--- config.mk ---
export PLATFORM = sky130hd
export DESIGN_NAME = affine_plane_group_member_generator_core
export DESIGN_NICKNAME = d
export VERILOG_FILES = /design/src/hdl/apgmg_pkg.sv /design/src/hdl/apgmg_ctrl.sv /design/src/hdl/apgmg_datapath.sv /design/src/hdl/affine_plane_group_member_generator_core.sv
export SDC_FILE = /design/constraint.sdc
export NUM_CORES = 1
export LEC_CHECK = 0
export BUFFER_PORTS_ARGS = -buffer_cell sky130_fd_sc_hd__buf_2
export CAP_MARGIN = 20
export CORE_MARGIN = 8
export CORE_UTILIZATION = 57
export DETAILED_ROUTE_END_ITERATION = 8
export PLACE_DENSITY = 0.75
export SLEW_MARGIN = 20
export SYNTH_ARGS = -nofsm -noshare
export SYNTH_HDL_FRONTEND = slang
export SYNTH_SLANG_ARGS = --single-unit
--- constraint.sdc ---
create_clock -name clk -period 6.2 [get_ports clk]
set_input_delay 0.62 -clock clk [delete_from_list [all_inputs] [get_ports clk]]
set_output_delay 0.62 -clock clk [all_outputs]
set_load 0.01 [all_outputs]
--- src/hdl/apgmg_pkg.sv ---
package apgmg_pkg;

  localparam int MAX_ORDER_DEF = 61;

  localparam int ORDER_W    = 6;
  localparam int COUNT_W    = 12;
  localparam int GROUP_W    = 12;
  localparam int ID_W       = 12;
  localparam int CMP_W      = 13;
  localparam int CFG_IDX_W  = 1;
  localparam int CFG_DATA_W = 12;

  localparam logic [CFG_IDX_W-1:0] CFG_PLANE_ORDER   = 1'd0;
  localparam logic [CFG_IDX_W-1:0] CFG_ELEMENT_COUNT = 1'd1;

  localparam logic [ORDER_W-1:0] PLANE_ORDER_RST   = 6'd5;
  localparam logic [COUNT_W-1:0] ELEMENT_COUNT_RST = 12'd25;

  typedef enum logic [1:0] {
    KIND_ROW,
    KIND_COL,
    KIND_SLOPE
  } kind_t;

  typedef struct packed {
    logic load;
    logic check;
    logic emit_bad;
    logic div_step;
    logic walk_init;
    logic walk_step;
    logic flush;
  } apgmg_cmd_t;

  typedef struct packed {
    logic bad;
    logic is_slope;
    logic div_done;
    logic walk_end;
  } apgmg_stat_t;

endpackage

--- src/hdl/apgmg_ctrl.sv ---
module apgmg_ctrl (
  input  logic                    clk,
  input  logic                    rst_n,
  input  logic                    start,
  output logic                    busy,
  input  apgmg_pkg::apgmg_stat_t  stat,
  output apgmg_pkg::apgmg_cmd_t   cmd
);
  import apgmg_pkg::*;

  typedef enum logic [2:0] {
    S_IDLE,
    S_CHECK,
    S_DIV,
    S_INIT,
    S_WALK,
    S_FLUSH
  } state_t;

  state_t state_r, state_nxt;
  logic   busy_r;

  always_comb begin
    cmd       = '0;
    state_nxt = state_r;
    unique case (state_r)
      S_IDLE: begin
        if (start) begin
          cmd.load  = 1'b1;
          state_nxt = S_CHECK;
        end
      end
      S_CHECK: begin
        cmd.check = 1'b1;
        if (stat.bad) begin
          cmd.emit_bad = 1'b1;
          state_nxt    = S_IDLE;
        end else if (stat.is_slope) begin
          state_nxt = S_DIV;
        end else begin
          state_nxt = S_INIT;
        end
      end
      S_DIV: begin
        // repeated subtraction splits the offset into slope and base
        if (stat.div_done) begin
          state_nxt = S_INIT;
        end else begin
          cmd.div_step = 1'b1;
        end
      end
      S_INIT: begin
        cmd.walk_init = 1'b1;
        state_nxt     = S_WALK;
      end
      S_WALK: begin
        cmd.walk_step = 1'b1;
        if (stat.walk_end) begin
          state_nxt = S_FLUSH;
        end
      end
      S_FLUSH: begin
        cmd.flush = 1'b1;
        state_nxt = S_IDLE;
      end
      default: begin
        state_nxt = S_IDLE;
      end
    endcase
  end

  always_ff @(posedge clk) begin
    if (!rst_n) begin
      state_r <= S_IDLE;
      busy_r  <= 1'b0;
    end else begin
      state_r <= state_nxt;
      busy_r  <= (state_nxt != S_IDLE);
    end
  end

  assign busy = busy_r;

endmodule

--- src/hdl/apgmg_datapath.sv ---
module apgmg_datapath #(
  parameter int MAX_ORDER = apgmg_pkg::MAX_ORDER_DEF
) (
  input  logic                               clk,
  input  logic                               rst_n,
  input  logic                               cfg_we,
  input  logic [apgmg_pkg::CFG_IDX_W-1:0]    cfg_index,
  input  logic [apgmg_pkg::CFG_DATA_W-1:0]   cfg_wdata,
  input  logic [apgmg_pkg::GROUP_W-1:0]      group_index,
  input  apgmg_pkg::apgmg_cmd_t              cmd,
  output apgmg_pkg::apgmg_stat_t             stat,
  output logic                               out_valid,
  output logic [apgmg_pkg::ID_W-1:0]         out_element_id,
  output logic                               out_present,
  output logic                               out_last_of_group,
  output logic                               out_bad_index
);
  import apgmg_pkg::*;

  localparam int OW = $clog2(MAX_ORDER + 1);
  localparam logic [OW-1:0]      MAX_P     = OW'(MAX_ORDER);
  localparam logic [ORDER_W-1:0] MAX_P_CFG = ORDER_W'(MAX_ORDER);

  logic [ORDER_W-1:0] plane_order_r;
  logic [COUNT_W-1:0] element_count_r;

  logic [GROUP_W-1:0] g_r;
  logic [OW-1:0]      p_r;
  logic [GROUP_W-1:0] t_r;
  logic [OW-1:0]      k_r;
  kind_t              kind_r;
  logic [ID_W-1:0]    base_r;
  logic [OW:0]        rr_r;
  logic [OW-1:0]      j_r;
  logic               pend_vld_r;
  logic [ID_W-1:0]    pend_id_r;

  logic               out_valid_r;
  logic [ID_W-1:0]    out_id_r;
  logic               out_present_r;
  logic               out_last_r;
  logic               out_bad_r;

  logic [OW-1:0]      p_sat;
  logic [2*OW-1:0]    p_sq;
  logic [CMP_W-1:0]   limit;
  logic [OW:0]        two_p;
  logic               is_col;
  logic               is_slope;
  logic               bad;
  logic [ID_W-1:0]    id_cur;
  logic               id_ok;
  logic               j_last;
  logic [OW:0]        rr_sum;
  logic [OW:0]        rr_mod;
  logic [OW:0]        rr_step;
  logic [ID_W-1:0]    base_step;
  logic [ID_W-1:0]    row_base;

  assign p_sat = (plane_order_r > MAX_P_CFG) ? MAX_P : plane_order_r[OW-1:0];

  assign p_sq     = (2*OW)'(p_r) * (2*OW)'(p_r);
  assign limit    = CMP_W'(p_sq) + CMP_W'(p_r);
  assign two_p    = {p_r, 1'b0};
  assign is_col   = (g_r >= GROUP_W'(p_r));
  assign is_slope = (g_r >= GROUP_W'(two_p));
  assign bad      = (p_r == '0) || (CMP_W'(g_r) >= limit);

  assign id_cur = base_r + ID_W'(rr_r);
  assign id_ok  = (id_cur < element_count_r);
  assign j_last = (j_r == (p_r - OW'(1)));

  // (r + k*j) mod p kept incrementally; k < p so one subtract is enough
  assign rr_sum = rr_r + (OW+1)'(k_r);
  assign rr_mod = (rr_sum >= (OW+1)'(p_r)) ? (rr_sum - (OW+1)'(p_r)) : rr_sum;

  assign row_base = ID_W'(t_r[OW-1:0]) * ID_W'(p_r);

  always_comb begin
    unique case (kind_r)
      KIND_ROW: begin
        rr_step   = rr_r + (OW+1)'(1);
        base_step = base_r;
      end
      KIND_COL: begin
        rr_step   = rr_r;
        base_step = base_r + ID_W'(p_r);
      end
      KIND_SLOPE: begin
        rr_step   = rr_mod;
        base_step = base_r + ID_W'(p_r);
      end
      default: begin
        rr_step   = rr_r;
        base_step = base_r;
      end
    endcase
  end

  always_comb begin
    stat          = '0;
    stat.bad      = bad;
    stat.is_slope = is_slope;
    stat.div_done = (t_r < GROUP_W'(p_r));
    // ids grow with j, so the first dropped id ends the group
    stat.walk_end = j_last || !id_ok;
  end

  // control state and configuration
  always_ff @(posedge clk) begin
    if (!rst_n) begin
      plane_order_r   <= PLANE_ORDER_RST;
      element_count_r <= ELEMENT_COUNT_RST;
      out_valid_r     <= 1'b0;
      pend_vld_r      <= 1'b0;
    end else begin
      if (cfg_we) begin
        unique case (cfg_index)
          CFG_PLANE_ORDER:   plane_order_r   <= cfg_wdata[ORDER_W-1:0];
          CFG_ELEMENT_COUNT: element_count_r <= cfg_wdata[COUNT_W-1:0];
          default: ;
        endcase
      end
      out_valid_r <= cmd.emit_bad || cmd.flush || (cmd.walk_step && id_ok && pend_vld_r);
      if (cmd.walk_init) begin
        pend_vld_r <= 1'b0;
      end else if (cmd.walk_step && id_ok) begin
        pend_vld_r <= 1'b1;
      end
    end
  end

  // payload
  always_ff @(posedge clk) begin
    if (cmd.load) begin
      g_r <= group_index;
      p_r <= p_sat;
    end
    if (cmd.check) begin
      k_r <= OW'(1);
      if (is_slope) begin
        kind_r <= KIND_SLOPE;
        t_r    <= g_r - GROUP_W'(two_p);
      end else if (is_col) begin
        kind_r <= KIND_COL;
        t_r    <= g_r - GROUP_W'(p_r);
      end else begin
        kind_r <= KIND_ROW;
        t_r    <= g_r;
      end
    end
    if (cmd.div_step) begin
      t_r <= t_r - GROUP_W'(p_r);
      k_r <= k_r + OW'(1);
    end
    if (cmd.walk_init) begin
      j_r <= '0;
      if (kind_r == KIND_ROW) begin
        base_r <= row_base;
        rr_r   <= '0;
      end else begin
        base_r <= '0;
        rr_r   <= {1'b0, t_r[OW-1:0]};
      end
    end
    if (cmd.walk_step) begin
      j_r    <= j_r + OW'(1);
      base_r <= base_step;
      rr_r   <= rr_step;
      if (id_ok) begin
        pend_id_r <= id_cur;
      end
    end

    // held back one member so the last one can be marked
    if (cmd.emit_bad) begin
      out_id_r      <= '0;
      out_present_r <= 1'b0;
      out_last_r    <= 1'b1;
      out_bad_r     <= 1'b1;
    end else if (cmd.flush) begin
      out_id_r      <= pend_vld_r ? pend_id_r : '0;
      out_present_r <= pend_vld_r;
      out_last_r    <= 1'b1;
      out_bad_r     <= 1'b0;
    end else if (cmd.walk_step && id_ok && pend_vld_r) begin
      out_id_r      <= pend_id_r;
      out_present_r <= 1'b1;
      out_last_r    <= 1'b0;
      out_bad_r     <= 1'b0;
    end
  end

  assign out_valid         = out_valid_r;
  assign out_element_id    = out_id_r;
  assign out_present       = out_present_r;
  assign out_last_of_group = out_last_r;
  assign out_bad_index     = out_bad_r;

endmodule

--- src/hdl/affine_plane_group_member_generator_core.sv ---
// Emits the members of one line of an affine plane of prime order p on a one-cycle
// out_valid strobe, one result per cycle while the members are walked; the receiver cannot
// stall, so every strobe must be taken. An item is taken when start is high and busy is
// low; busy stays high until the final result (out_last_of_group) has been issued. Sloped
// lines first get their slope and base from a repeated-subtraction loop, one subtract per
// cycle; the member walk then produces one id per cycle over at most p members. A bad index
// or an empty group gives a single result with present low. The user must write registers
// through cfg_* only while busy is low; the block itself does not enforce this.
module affine_plane_group_member_generator_core #(
  parameter int MAX_ORDER = apgmg_pkg::MAX_ORDER_DEF
) (
  input  logic                               clk,
  input  logic                               rst_n,
  input  logic                               cfg_we,
  input  logic [apgmg_pkg::CFG_IDX_W-1:0]    cfg_index,
  input  logic [apgmg_pkg::CFG_DATA_W-1:0]   cfg_wdata,
  input  logic                               start,
  output logic                               busy,
  input  logic [apgmg_pkg::GROUP_W-1:0]      in_group_index,
  output logic                               out_valid,
  output logic [apgmg_pkg::ID_W-1:0]         out_element_id,
  output logic                               out_present,
  output logic                               out_last_of_group,
  output logic                               out_bad_index
);
  import apgmg_pkg::*;

  apgmg_cmd_t  cmd;
  apgmg_stat_t stat;

  apgmg_ctrl u_ctrl (
    .clk   (clk),
    .rst_n (rst_n),
    .start (start),
    .busy  (busy),
    .stat  (stat),
    .cmd   (cmd)
  );

  apgmg_datapath #(
    .MAX_ORDER (MAX_ORDER)
  ) u_datapath (
    .clk               (clk),
    .rst_n             (rst_n),
    .cfg_we            (cfg_we),
    .cfg_index         (cfg_index),
    .cfg_wdata         (cfg_wdata),
    .group_index       (in_group_index),
    .cmd               (cmd),
    .stat              (stat),
    .out_valid         (out_valid),
    .out_element_id    (out_element_id),
    .out_present       (out_present),
    .out_last_of_group (out_last_of_group),
    .out_bad_index     (out_bad_index)
  );

endmodule
Yosys cells after proc, flatten, opt, wreduce, memory -nomap -nowiden
Index checks and enable logic that the tools add are counted.
Word-level totals
  memories: 0
  memory bits (writable): 0
  memory bits (read-only): 0
  latch bits: 0
  input port bits: 29
  bits in registers: 114
  output and inout port bits: 17
Cells by class
  multipliers: 2
  order comparisons: 7
  bitwise operators: 2
  divide/modulo/power cells: 0
  reduce and logical (&&, ||, !) cells: 22
  eq/ne operators: 10
  add/subtract/negate cells: 12
  multiplexer cells: 40
  shift operators: 0
Operators with widths (number)
  12-bit 2-to-1 mux: 11
  6-bit 2-to-1 mux: 5
  6-bit by 6-bit multiplier with 12-bit output: 2
  12-bit by 6-bit subtractor with 12-bit output: 2
  7-bit 2-to-1 mux: 3
  3-bit one-hot mux with 5 select lines: 1
  1-bit 2-to-1 mux: 14
  7-bit one-hot mux with 2 select lines: 1
  12-bit by 6-bit adder with 13-bit output: 1
  12-bit by 13-bit >= comparator with 1-bit output: 1
  12-bit by 6-bit adder with 12-bit output: 1
  12-bit by 7-bit adder with 12-bit output: 1
  6-bit by 1-bit adder with 6-bit output (second input constant): 2
  12-bit by 6-bit >= comparator with 1-bit output: 1
  12-bit by 7-bit >= comparator with 1-bit output: 1
  12-bit less-than comparator: 1
  12-bit by 6-bit less-than comparator with 1-bit output: 1
  12-bit by 7-bit subtractor with 12-bit output: 1
  2-bit AND reduction: 5
  3-bit 2-to-1 mux: 3
  7-bit by 1-bit adder with 7-bit output (second input constant): 1
  7-bit by 6-bit adder with 7-bit output: 1
  7-bit by 6-bit >= comparator with 1-bit output: 1
  7-bit by 6-bit subtractor with 7-bit output: 1
  other kinds (21): 33

Depth between registers and ports, before layout
Gate-level depths: netlist of run 1.
  depth after elaboration: 8
  gate-level depth with buffers: 28
  mapped depth without buffers: 26

Modules after synthesis
From an unflattened synthesis of run 1, not the netlist that was laid out.
Unflattened totals
  cells, all modules: 969
  area total of the unflattened synthesis: 9419.0 sq um
Modules (own cells, without submodules)
  apgmg_datapath: area an instance 9163.8 sq um, instances 1, cells an instance 940, sequential area each 2952.8 sq um
  apgmg_ctrl: area an instance 255.2 sq um, instances 1, cells an instance 29, sequential area each 80.1 sq um

Worst setup path after synthesis of run 1
OpenSTA, ideal clock, no wires.
  kind: flip-flop to flip-flop
  start: register u_datapath.p_r[1]
  end: register u_datapath.out_id_r[0], in the netlist u_datapath.out_element_id[0]
  arrival time: 6.176 ns
  path slack: -0.094 ns
  path buffers: 1
  library setup time: 0.117 ns
  stages on the path, launching flop included: 27
  cell sequence: edfxtp_1 -> inv_1 -> nor2_1 -> fa_1 -> inv_1 -> fa_1 -> inv_1 -> fa_1 -> inv_1 -> fa_1 -> inv_1 -> ha_1 -> nand3_1 -> a21oi_1 -> o31a_1 -> o21a_1 -> o21a_1 -> or2_1 -> ha_1 -> nand3_1 -> nor3_1 -> a22oi_1 -> a2bb2oi_1 -> o31ai_1 -> o21a_1 -> clkbuf_1 -> a32o_1
On the way
  longest elaborated chain between the ends: 6
Ends and longest elaborated chain
  start: declaration: RTL line apgmg_datapath.sv:28  | logic [OW-1:0] p_r;
  start signal: assignment: RTL line apgmg_datapath.sv:137  | p_r <= p_sat;
  6-bit by 6-bit multiplier with 12-bit output: RTL line apgmg_datapath.sv:62  | assign p_sq = (2*OW)'(p_r) * (2*OW)'(p_r);
  12-bit by 6-bit adder with 13-bit output: RTL line apgmg_datapath.sv:63  | assign limit = CMP_W'(p_sq) + CMP_W'(p_r);
  12-bit by 13-bit >= comparator with 1-bit output: RTL line apgmg_datapath.sv:67  | assign bad = (p_r == '0) || (CMP_W'(g_r) >= limit);
  1-bit logical OR *: RTL line apgmg_datapath.sv:67
  1-bit 2-to-1 mux *: RTL line apgmg_ctrl.sv:35  | if (stat.bad) begin
  2-bit 2-to-1 mux *: RTL line apgmg_ctrl.sv:26  | unique case (state_r)
  end signal: assignment: RTL line apgmg_datapath.sv:182  | out_id_r <= pend_vld_r ? pend_id_r : '0;
  end signal: assignment: RTL line apgmg_datapath.sv:187  | out_id_r <= pend_id_r;
  end: declaration: RTL line apgmg_datapath.sv:39  | logic [ID_W-1:0] out_id_r;
Every way passes the cells marked *; elsewhere a longest branch is shown, timed or not.
A chain may end at the register's enable or synchronous reset.

Final worst setup path of run 1
  start: register u_datapath.p_r[5]
  end: register u_datapath.out_id_r[0], in the netlist u_datapath.out_element_id[0]
Same word-level chain as after synthesis.

==> flow_metrics.env, run 1 <==
export IMPL_nets=1236
export IMPL_syn_cell_area_sq_mm=0.00942
export IMPL_gp_congestion=0.861
export IMPL_htree_num_levels=4
export IMPL_setup_violations=0
export IMPL_p_int_mw=2.07
export IMPL_whs_ns=0.369
export IMPL_power_per_cell_area_mw_per_mm2=318
export IMPL_maxSlewHeadroom=0.280
export IMPL_start_kind="flop"
export IMPL_areaGrowthSynthToFinish_pct=12.2
export IMPL_grt_max_degree=36
export IMPL_start_util=0.576
export IMPL_synth_area_per_cell_sq_um=9.42
export IMPL_clkPwrFrac=0.271
export IMPL_grt_ovfl_total=0
export IMPL_finClkSkew_ns=0.0116
export IMPL_clock_latency_ns=0.43
export IMPL_cellLeakagePower_nw=4.48
export IMPL_worstMarginPinSlew_ns=1.05
export IMPL_grt_use_total=0.221
export IMPL_p_comb_frac=0.446
export IMPL_swShare=0.383
export IMPL_first_pass_iters=6
export IMPL_fin_tns_setup_ns=0
export IMPL_cts_tree="yes"
export IMPL_yosysWarnings=0
export IMPL_switchingPower_mw=1.29
export IMPL_wl_per_cell_um=17.3
export IMPL_coreArea_sq_mm=0.0163
export IMPL_synth_edff_count=75
export IMPL_ys_async_sr_fraction=0
export IMPL_clock_sinks=114
export IMPL_vdd_drop_max_mv=0.235
export IMPL_whs_endpoint="u_datapath.g_r[5]"
export IMPL_cts_buffers=17
export IMPL_drv_cap=0
export IMPL_whs_path_depth=1
export IMPL_yosysMostFrequentCell="ha_1"
export IMPL_ys_seq_area_frac=0.322
export IMPL_port_buffers=45
export IMPL_num_rows=47
export IMPL_drtIter0Drc=621
export IMPL_num_vias=7453
export IMPL_routed_wl_mm=22.2
export IMPL_synth_top_cell_area_share=0.239
export IMPL_post_route_period_util=0.957
export IMPL_ctsRootBufferMaster="clkbuf_16"
export IMPL_synth_cell_types=70
export IMPL_die_y_um=145
export IMPL_cp_arrival_ns=6.25
export IMPL_final_layout_size_suffix_gt1_frac=0.114
export IMPL_power_frac_seq=0.283
export IMPL_antenna_found_initial=0
export IMPL_r2r_slack_ns=0.27
export IMPL_dpl_hpwl_mm=16.5
export IMPL_synth_area_leader_cell="edfxtp_1"
export IMPL_hp_class="input port to flop"
export IMPL_synthesis_instances=1000
export IMPL_synth_seq_cells=114
export IMPL_ys_flop_type="edfxtp_1"
export IMPL_status="complete, no violations"
export IMPL_fmax_mhz=169
export IMPL_die_x_um=145
export IMPL_diodes=0
export IMPL_period_minus_slack_ns=5.93
export IMPL_post_place_ws_ns=0.0936
export IMPL_ioPinCount=46
export IMPL_r2r_end="u_datapath.out_element_id[0]"
export IMPL_setup_ws_ns=0.267
export IMPL_path_clk_slew_ns=0.06
export IMPL_hold_viol=0
export IMPL_die_area_sq_mm=0.0209
export IMPL_required_ns=6.51
export IMPL_grt_pass1_wl_mm=35.9
export IMPL_drcViolationCount=0
export IMPL_via_per_inst=5.80
export IMPL_ant_nets=0
export IMPL_synth_area_leaders="edfxtp_1 24%, ha_1 16%, dfxtp_1 8.3%"
export IMPL_min_from="in_group_index[5]"
export IMPL_cp_end_kind="flop"
export IMPL_r2r_start="u_datapath.p_r[5]"
export IMPL_rsz0062_at_grt="no"
export IMPL_syn_nets=1183
export IMPL_critical_path_max_fanout=6
export IMPL_critPathKind="flop to flop"
export IMPL_reg2reg_depth=25
export IMPL_grt_pass1_vias=7288
export IMPL_synth_commonest_cells="121 x ha_1, 93 x nand2_1, 82 x inv_1"
export IMPL_clock_path_buffers=2
export IMPL_slew_violations=0
-- worst max-delay path: stages, from the launching register on --
cell       delay (ns)
edfxtp_1         0.41
inv_2            0.07
nor2_1           0.06
fa_1             0.52
inv_1            0.07
fa_1             0.53
inv_1            0.05
fa_1             0.54
inv_1            0.05
fa_1             0.50
inv_1            0.06
ha_4             0.24
nand3_1          0.09
a21oi_1          0.07
o31a_1           0.32
o21a_1           0.20
o21a_1           0.19
or2_1            0.23
ha_1             0.30
nand3_1          0.10
nor3_2           0.19
a22oi_1          0.11
a2bb2oi_2        0.20
o31ai_4          0.15
o21a_4           0.27
a32o_1           0.27
-- routing by layer --
layer  track usage  up-vias  wire length (um)
met5             0        -                 0
met4        0.0865        0               597
met3        0.0366       42              1250
met2         0.372      221             10700
met1         0.278     3532              9710
li1              -     3658                 -
-- power by group through the flow --
stage,logic [mW],registers [mW],clock network [mW]
after floorplan,1.14,0.942,0
after global placement,1.40,0.962,0
after detailed placement,1.44,0.964,0
after CTS,1.45,0.948,0.918
after global routing,1.71,0.955,0.946
final,1.50,0.950,0.909
-- sequential cells by signal, summed over array words and instances, names as in the netlist --
register and cells:
u_ctrl.busy 1, u_ctrl.state_r 3, u_datapath.base_r 12, u_datapath.element_count_r 12, u_datapath.g_r 12, u_datapath.j_r 6, u_datapath.k_r 6, u_datapath.kind_r 2
u_datapath.out_bad_index 1, u_datapath.out_element_id 12, u_datapath.out_last_of_group 1, u_datapath.out_present 1, u_datapath.out_valid 1, u_datapath.p_r 6, u_datapath.pend_id_r 12, u_datapath.pend_vld_r 1
u_datapath.plane_order_r 6, u_datapath.rr_r 7, u_datapath.t_r 12
-- cell families after synthesis --
kind of cell | Yosys count | synth area share
xor+xnor | 79 | 0.0735
flops | 114 | 0.322
compound gates | 208 | 0.150
buf+inv | 119 | 0.0478
fa+ha+maj | 154 | 0.231
simple gates | 313 | 0.161
mux | 13 | 0.0141
-- layout make-up --
cell class                      count  area, sq um
Sequential cell                   114         3030
Multi-Input combinational cell    768         6010
Fill cell                        1384         5790
Tap cell                          220          275
Timing Repair Buffer               63          360
Inverter                           89          337
Clock buffer                       17          425
Clock inverter                     15          123
-- layout by cell type, fill, tap and decap left out, drive strengths merged, types with 6 or more instances in the layout --
cell type	netlist	final
a211oi	11	11
a21boi	12	12
a21o	11	11
a21oi	40	40
a31oi	8	8
a32o	12	12
and2	18	18
and3	6	6
buf	1	63
clkbuf	29	17
clkinv	1	8
dfxtp	39	39
edfxtp	75	75
fa	33	33
ha	121	121
inv	88	95
mux2i	11	11
nand2	93	93
nand2b	8	8
nand3	30	30
nand4	7	7
nor2	79	79
nor2b	21	21
nor3	19	19
o211ai	7	7
o21a	18	19
o21ai	46	46
o22ai	7	7
o31a	6	6
or2	8	8
xnor2	47	47
xor2	32	32
-- worst max-delay path by stage --
stage | from | to | slack (ns)
2_1_floorplan | u_datapath.p_r[0] | u_datapath.out_element_id[0] | 0.01
3_3_place_gp | u_datapath.p_r[5] | u_datapath.out_element_id[9] | 0.25
3_5_place_dp | u_datapath.p_r[5] | u_datapath.out_element_id[0] | 0.09
4_1_cts | u_datapath.p_r[5] | u_datapath.out_element_id[0] | 0.05
5_1_grt | u_datapath.p_r[5] | u_datapath.out_element_id[3] | 0.02
6_report | u_datapath.p_r[5] | u_datapath.out_element_id[0] | 0.27
-- metrics by stage --
step,power [mW],instances,utilization,cell area [sq um]
final,3.35,1286,0.646,10600
after global routing,3.61,1286,0.646,10600
after CTS,3.32,1284,0.642,10500
after detailed placement,2.40,1252,0.608,9940
after global placement,2.36,1252,0.608,9940
after floorplan,2.08,1000,-,9420
-- repair_timing --
action | CTS | global route
buffers inserted | 0 | 1
endpoints found under the setup margin | 0 | 14
hold buffers | 0 | 0
gates resized for setup | 0 | 9
endpoints found under the hold margin | 0 | 0
Power figures use the tool's default switching activity.
==> run 2, diff against run 1 <==
- ABC_CLOCK_PERIOD_IN_PS: default -> 6200
- BUFFER_PORTS_ARGS: -buffer_cell sky130_fd_sc_hd__buf_2 -> -buffer_cell sky130_fd_sc_hd__buf_4
==> flow_metrics.env, run 2 (same netlist as run 1, synthesis figures left out) <==
export IMPL_status="complete, no violations"
export IMPL_start_util=0.576
export IMPL_dpl_hpwl_mm=16.5
export IMPL_period_minus_slack_ns=5.99
export IMPL_hp_class="input port to flop"
export IMPL_path_clk_slew_ns=0.06
export IMPL_critical_path_max_fanout=6
export IMPL_setup_violations=0
export IMPL_routed_wl_mm=22.0
export IMPL_worstMarginPinSlew_ns=0.962
export IMPL_vdd_drop_max_mv=0.355
export IMPL_die_area_sq_mm=0.0209
export IMPL_swShare=0.379
export IMPL_htree_num_levels=4
export IMPL_postLayoutCellArea_sq_mm=0.0107
export IMPL_p_comb_frac=0.439
export IMPL_post_route_period_util=0.966
export IMPL_final_layout_size_suffix_gt1_frac=0.116
export IMPL_ff_latch_area_sq_mm=0.00303
export IMPL_ant_nets=0
export IMPL_cp_end_kind="flop"
export IMPL_grt_ovfl_total=0
export IMPL_start_kind="flop"
export IMPL_grt_pass1_wl_mm=36.1
export IMPL_antenna_found_initial=0
export IMPL_cts_buffers=17
export IMPL_slew_violations=0
export IMPL_critPathKind="flop to flop"
export IMPL_fmax_mhz=167
export IMPL_diodes=0
export IMPL_power_per_cell_area_mw_per_mm2=323
export IMPL_r2r_slack_ns=0.21
export IMPL_clock_path_buffers=2
export IMPL_nets=1236
export IMPL_drv_cap=0
export IMPL_drtIter0Drc=510
export IMPL_grt_max_degree=36
export IMPL_hold_viol=0
export IMPL_drcViolationCount=0
export IMPL_cellLeakagePower_nw=4.53
export IMPL_gp_congestion=0.851
export IMPL_clock_latency_ns=0.42
export IMPL_p_int_mw=2.15
export IMPL_fillers=1366
export IMPL_wl_per_cell_um=17.1
export IMPL_ioPinCount=46
export IMPL_grt_pass1_vias=7296
export IMPL_num_vias=7481
export IMPL_via_per_inst=5.82
export IMPL_final_cell_mix="119 x ha_1, 93 x nand2_1, 80 x inv_1, 79 x nor2_1, 75 x edfxtp_1"
export IMPL_areaGrowthSynthToFinish_pct=14.0
export IMPL_die_y_um=145
export IMPL_switchingPower_mw=1.31
export IMPL_finClkSkew_ns=0.00766
export IMPL_ctsRootBufferMaster="clkbuf_16"
export IMPL_dp_cells=1252
export IMPL_clock_sinks=114
export IMPL_port_buffers=45
export IMPL_multi_input_area_sq_mm=0.00603
export IMPL_maxSlewHeadroom=0.342
export IMPL_postCtsHoldBufs=0
export IMPL_required_ns=6.51
export IMPL_first_pass_iters=5
export IMPL_final_common_cell="ha_1"
export IMPL_fin_cells=1286
export IMPL_power_frac_seq=0.274
export IMPL_grt_use_total=0.221
export IMPL_clkPwrFrac=0.286
export IMPL_coreArea_sq_mm=0.0163
export IMPL_num_rows=47
export IMPL_cp_arrival_ns=6.29
export IMPL_die_x_um=145
export IMPL_cts_tree="yes"
export IMPL_place_area_sq_mm=0.0101
==> run 2: metrics by stage <==
step / setup slack, ns / util / hold slack (ns) / TNS, ns / total power, mW
after floorplan: 0.0139 / - / 0.432 / 0 / 2.08
after global placement: 0.241 / 0.615 / 0.437 / 0 / 2.38
after detailed placement: 0.110 / 0.615 / 0.443 / 0 / 2.42
after CTS: 0.0378 / 0.651 / 0.363 / 0 / 3.41
after global routing: -0.0687 / 0.657 / 0.352 / -0.686 / 3.73
final: 0.211 / 0.657 / 0.374 / 0 / 3.46
==> run 2: final cells by class <==
type / instances / area share
well taps: 220 / 0.0256
clock inverters: 14 / 0.0132
multi-input cells: 768 / 0.561
flip-flops and latches: 114 / 0.282
clock buffers: 18 / 0.0420
inverters: 89 / 0.0313
repair buffers: 63 / 0.0441
==> run 2: critical path, stage by stage, from the launching register on <==
cell and delay, ns:
edfxtp_1 0.43, inv_2 0.09, nor2_1 0.07, fa_1 0.50, inv_1 0.07, fa_1 0.53
inv_1 0.06, fa_1 0.54, inv_1 0.06, fa_1 0.50, inv_1 0.07, ha_4 0.25
nand3_1 0.08, a21oi_1 0.07, o31a_1 0.35, o21a_1 0.21, o21a_1 0.18, or2_1 0.26
ha_4 0.28, nand3_2 0.07, nor3_2 0.18, a22oi_2 0.12, a2bb2oi_2 0.21, o31ai_4 0.15
o21a_4 0.27, a32o_1 0.27
==> run 2: path summary, 6_finish.rpt <==
check	start	to	cells past startpoint
min reg2reg	u_datapath.pend_id_r[11]	u_datapath.out_element_id[11]	1
max	u_datapath.p_r[4]	u_datapath.out_element_id[2]	25
max reg2reg	u_datapath.p_r[4]	u_datapath.out_element_id[2]	25
min	in_group_index[6]	u_datapath.g_r[6]	1
==> run 2: power by group through the flow <==
stage	sequential (mW)	clock [mW]	combinational, mW
2_1_floorplan	0.942	0	1.14
3_3_place_gp	0.962	0	1.42
3_5_place_dp	0.963	0	1.46
4_1_cts	0.948	0.998	1.47
5_1_grt	0.956	1.03	1.74
6_report	0.949	0.992	1.52
==> run 2: timing repair <==
action,in CTS,in global routing
setup endpoints to repair,0,15
resized for setup,0,11
buffers inserted,0,1
==> run 2: metal layers <==
metal | vias up | global-route usage | routed length [um]
met1 | 3571 | 0.287 | 9960
met4 | 0 | 0.0756 | 549
met2 | 207 | 0.362 | 10300
met5 | - | 0 | 0
li1 | 3666 | - | -
met3 | 37 | 0.0423 | 1160
==> run 3, diff against run 2 <==
- RECOVER_POWER: default -> 50
- REMOVE_ABC_BUFFERS: default -> 1
- TNS_END_PERCENT: default -> 50
==> flow_metrics.env, run 3 (same netlist as run 1, synthesis figures left out) <==
export IMPL_status="complete, but fails checks"
export IMPL_violations="capacitance limit, slew limit"
export IMPL_num_rows=47
export IMPL_cellLeakagePower_nw=4.44
export IMPL_cts_buffers=17
export IMPL_ant_nets=0
export IMPL_r2r_slack_ns=0.32
export IMPL_rsz0062_at_grt="no"
export IMPL_num_vias=7494
export IMPL_dp_cells=1251
export IMPL_clock_latency_ns=0.43
export IMPL_slew_violations=49
export IMPL_cts_tree="yes"
export IMPL_drv_cap=2
export IMPL_fin_cells=1287
export IMPL_vdd_drop_max_mv=0.452
export IMPL_period_minus_slack_ns=5.88
export IMPL_whs_path_depth=1
export IMPL_grt_max_degree=36
export IMPL_critPathBufInv=5
export IMPL_htree_num_levels=4
export IMPL_worstMarginPinSlew_ns=1.90
export IMPL_nets=1237
export IMPL_dpl_hpwl_mm=16.4
export IMPL_drtIter0Drc=521
export IMPL_r2r_end="u_datapath.out_element_id[6]"
export IMPL_cp_slowest_cell="fa_1"
export IMPL_setup_violations=0
export IMPL_finClkSkew_ns=0.0117
export IMPL_whs_endpoint="u_datapath.g_r[1]"
export IMPL_routed_wl_mm=22.3
export IMPL_cp_top_family="adder cells"
export IMPL_coreArea_sq_mm=0.0163
export IMPL_final_common_cell="ha_1"
export IMPL_place_area_sq_mm=0.0100
export IMPL_clock_sinks=114
export IMPL_maxSlewHeadroom=-0.281
export IMPL_grt_pass1_vias=7538
export IMPL_start_util=0.576
export IMPL_areaGrowthSynthToFinish_pct=12.9
export IMPL_die_area_sq_mm=0.0209
export IMPL_hp_class="input port to flop"
export IMPL_min_from="in_group_index[1]"
export IMPL_power_per_cell_area_mw_per_mm2=325
export IMPL_critical_path_max_fanout=6
export IMPL_fillers=1399
export IMPL_hold_viol=0
export IMPL_grt_ovfl_total=0
export IMPL_postLayoutCellArea_sq_mm=0.0106
export IMPL_reg2reg_depth=25
export IMPL_grt_pass1_wl_mm=36.6
export IMPL_drcViolationCount=0
export IMPL_cp_arrival_ns=6.19
export IMPL_final_layout_size_suffix_gt1_frac=0.0909
export IMPL_path_clk_slew_ns=0.06
export IMPL_clock_path_buffers=2
export IMPL_wl_per_cell_um=17.3
export IMPL_grt_use_total=0.225
export IMPL_slowest_delay_ns=0.53
export IMPL_ioPinCount=46
export IMPL_die_x_um=145
export IMPL_first_pass_iters=4
export IMPL_post_place_ws_ns=0.117
export IMPL_post_route_period_util=0.949
export IMPL_port_buffers=45
export IMPL_setup_ws_ns=0.319
export IMPL_start_kind="flop"
export IMPL_path_common_cell="inv_1"
export IMPL_fmax_mhz=170
export IMPL_via_per_inst=5.82
export IMPL_postCtsHoldBufs=0
export IMPL_ctsRootBufferMaster="clkbuf_16"
export IMPL_antenna_found_initial=0
export IMPL_diodes=0
export IMPL_die_y_um=145
export IMPL_critPathKind="flop to flop"
export IMPL_final_core_util=0.650
export IMPL_required_ns=6.51
export IMPL_gp_congestion=0.903
export IMPL_final_cell_mix="120 x ha_1, 93 x nand2_1, 83 x inv_1, 79 x nor2_1, 75 x edfxtp_1"
export IMPL_cp_end_kind="flop"
export IMPL_fin_tns_setup_ns=0
export IMPL_r2r_start="u_datapath.p_r[0]"
==> run 3: area by class of cell <==
class	count	area, sq um	area share
clock buffers	18	429	0.0404
clock inverters	14	154	0.0145
inverters	89	337	0.0317
multi-input cells	768	5990	0.564
flip-flops and latches	114	3030	0.285
well taps	220	275	0.0259
repair buffers	64	409	0.0385
==> run 3: what timing repair did <==
item                       in CTS  in global routing
resized for setup               0                 10
setup endpoints to repair       0                 17
buffers inserted                0                  2
==> run 3: worst max-delay path by stage <==
| stage | from | endpoint | slack (ns) | depth (start not counted) |
|---|---|---|---|---|
| floorplan | u_datapath.p_r[1] | u_datapath.out_element_id[0] | -0.004 | 25 |
| global placement | u_datapath.p_r[5] | u_datapath.out_element_id[4] | 0.23 | 25 |
| detailed placement | u_datapath.p_r[5] | u_datapath.out_element_id[9] | 0.12 | 25 |
| CTS | u_datapath.p_r[5] | u_datapath.out_element_id[9] | 0.08 | 25 |
| global route | u_datapath.p_r[5] | u_datapath.out_element_id[8] | 0.003 | 25 |
| finish | u_datapath.p_r[0] | u_datapath.out_element_id[6] | 0.32 | 25 |
==> run 3: routing by layer <==
layer	track usage	up-vias	part of all wire
li1	-	3658	-
met1	0.270	3616	0.44
met2	0.388	165	0.48
met3	0.0429	55	0.046
met4	0.0893	0	0.030
met5	0	-	0
==> run 3: report_power, final <==
| group | internal, mW | switching (mW) |
|---|---|---|
| combinational | 0.676 | 0.854 |
| clock | 0.596 | 0.373 |
| sequential | 0.882 | 0.0693 |
| total | 2.15 | 1.30 |
==> run 3: stage by stage <==
| step | hold WS, ns | power [mW] |
|---|---|---|
| finish | 0.392 | 3.45 |
| detailed placement | 0.443 | 2.42 |
| global route | 0.379 | 3.70 |
| floorplan | 0.429 | 2.07 |
| CTS | 0.357 | 3.41 |
| global placement | 0.434 | 2.37 |
==> run 3: worst register-to-register path, stage by stage (launching register included) <==
cell and delay (ns):
edfxtp_1 0.39, inv_1 0.09, nor2_1 0.06, fa_1 0.53, inv_1 0.07, fa_1 0.53
inv_1 0.06, fa_1 0.53, inv_1 0.05, fa_1 0.51, inv_1 0.07, ha_4 0.17
a21oi_2 0.12, nor2b_1 0.07, o31a_1 0.31, o21a_1 0.20, o21a_1 0.18, or2_1 0.23
ha_1 0.30, nand3_1 0.10, nor3_2 0.18, a22oi_1 0.12, a2bb2oi_2 0.19, o31ai_4 0.14
o21a_2 0.30, a32o_1 0.27
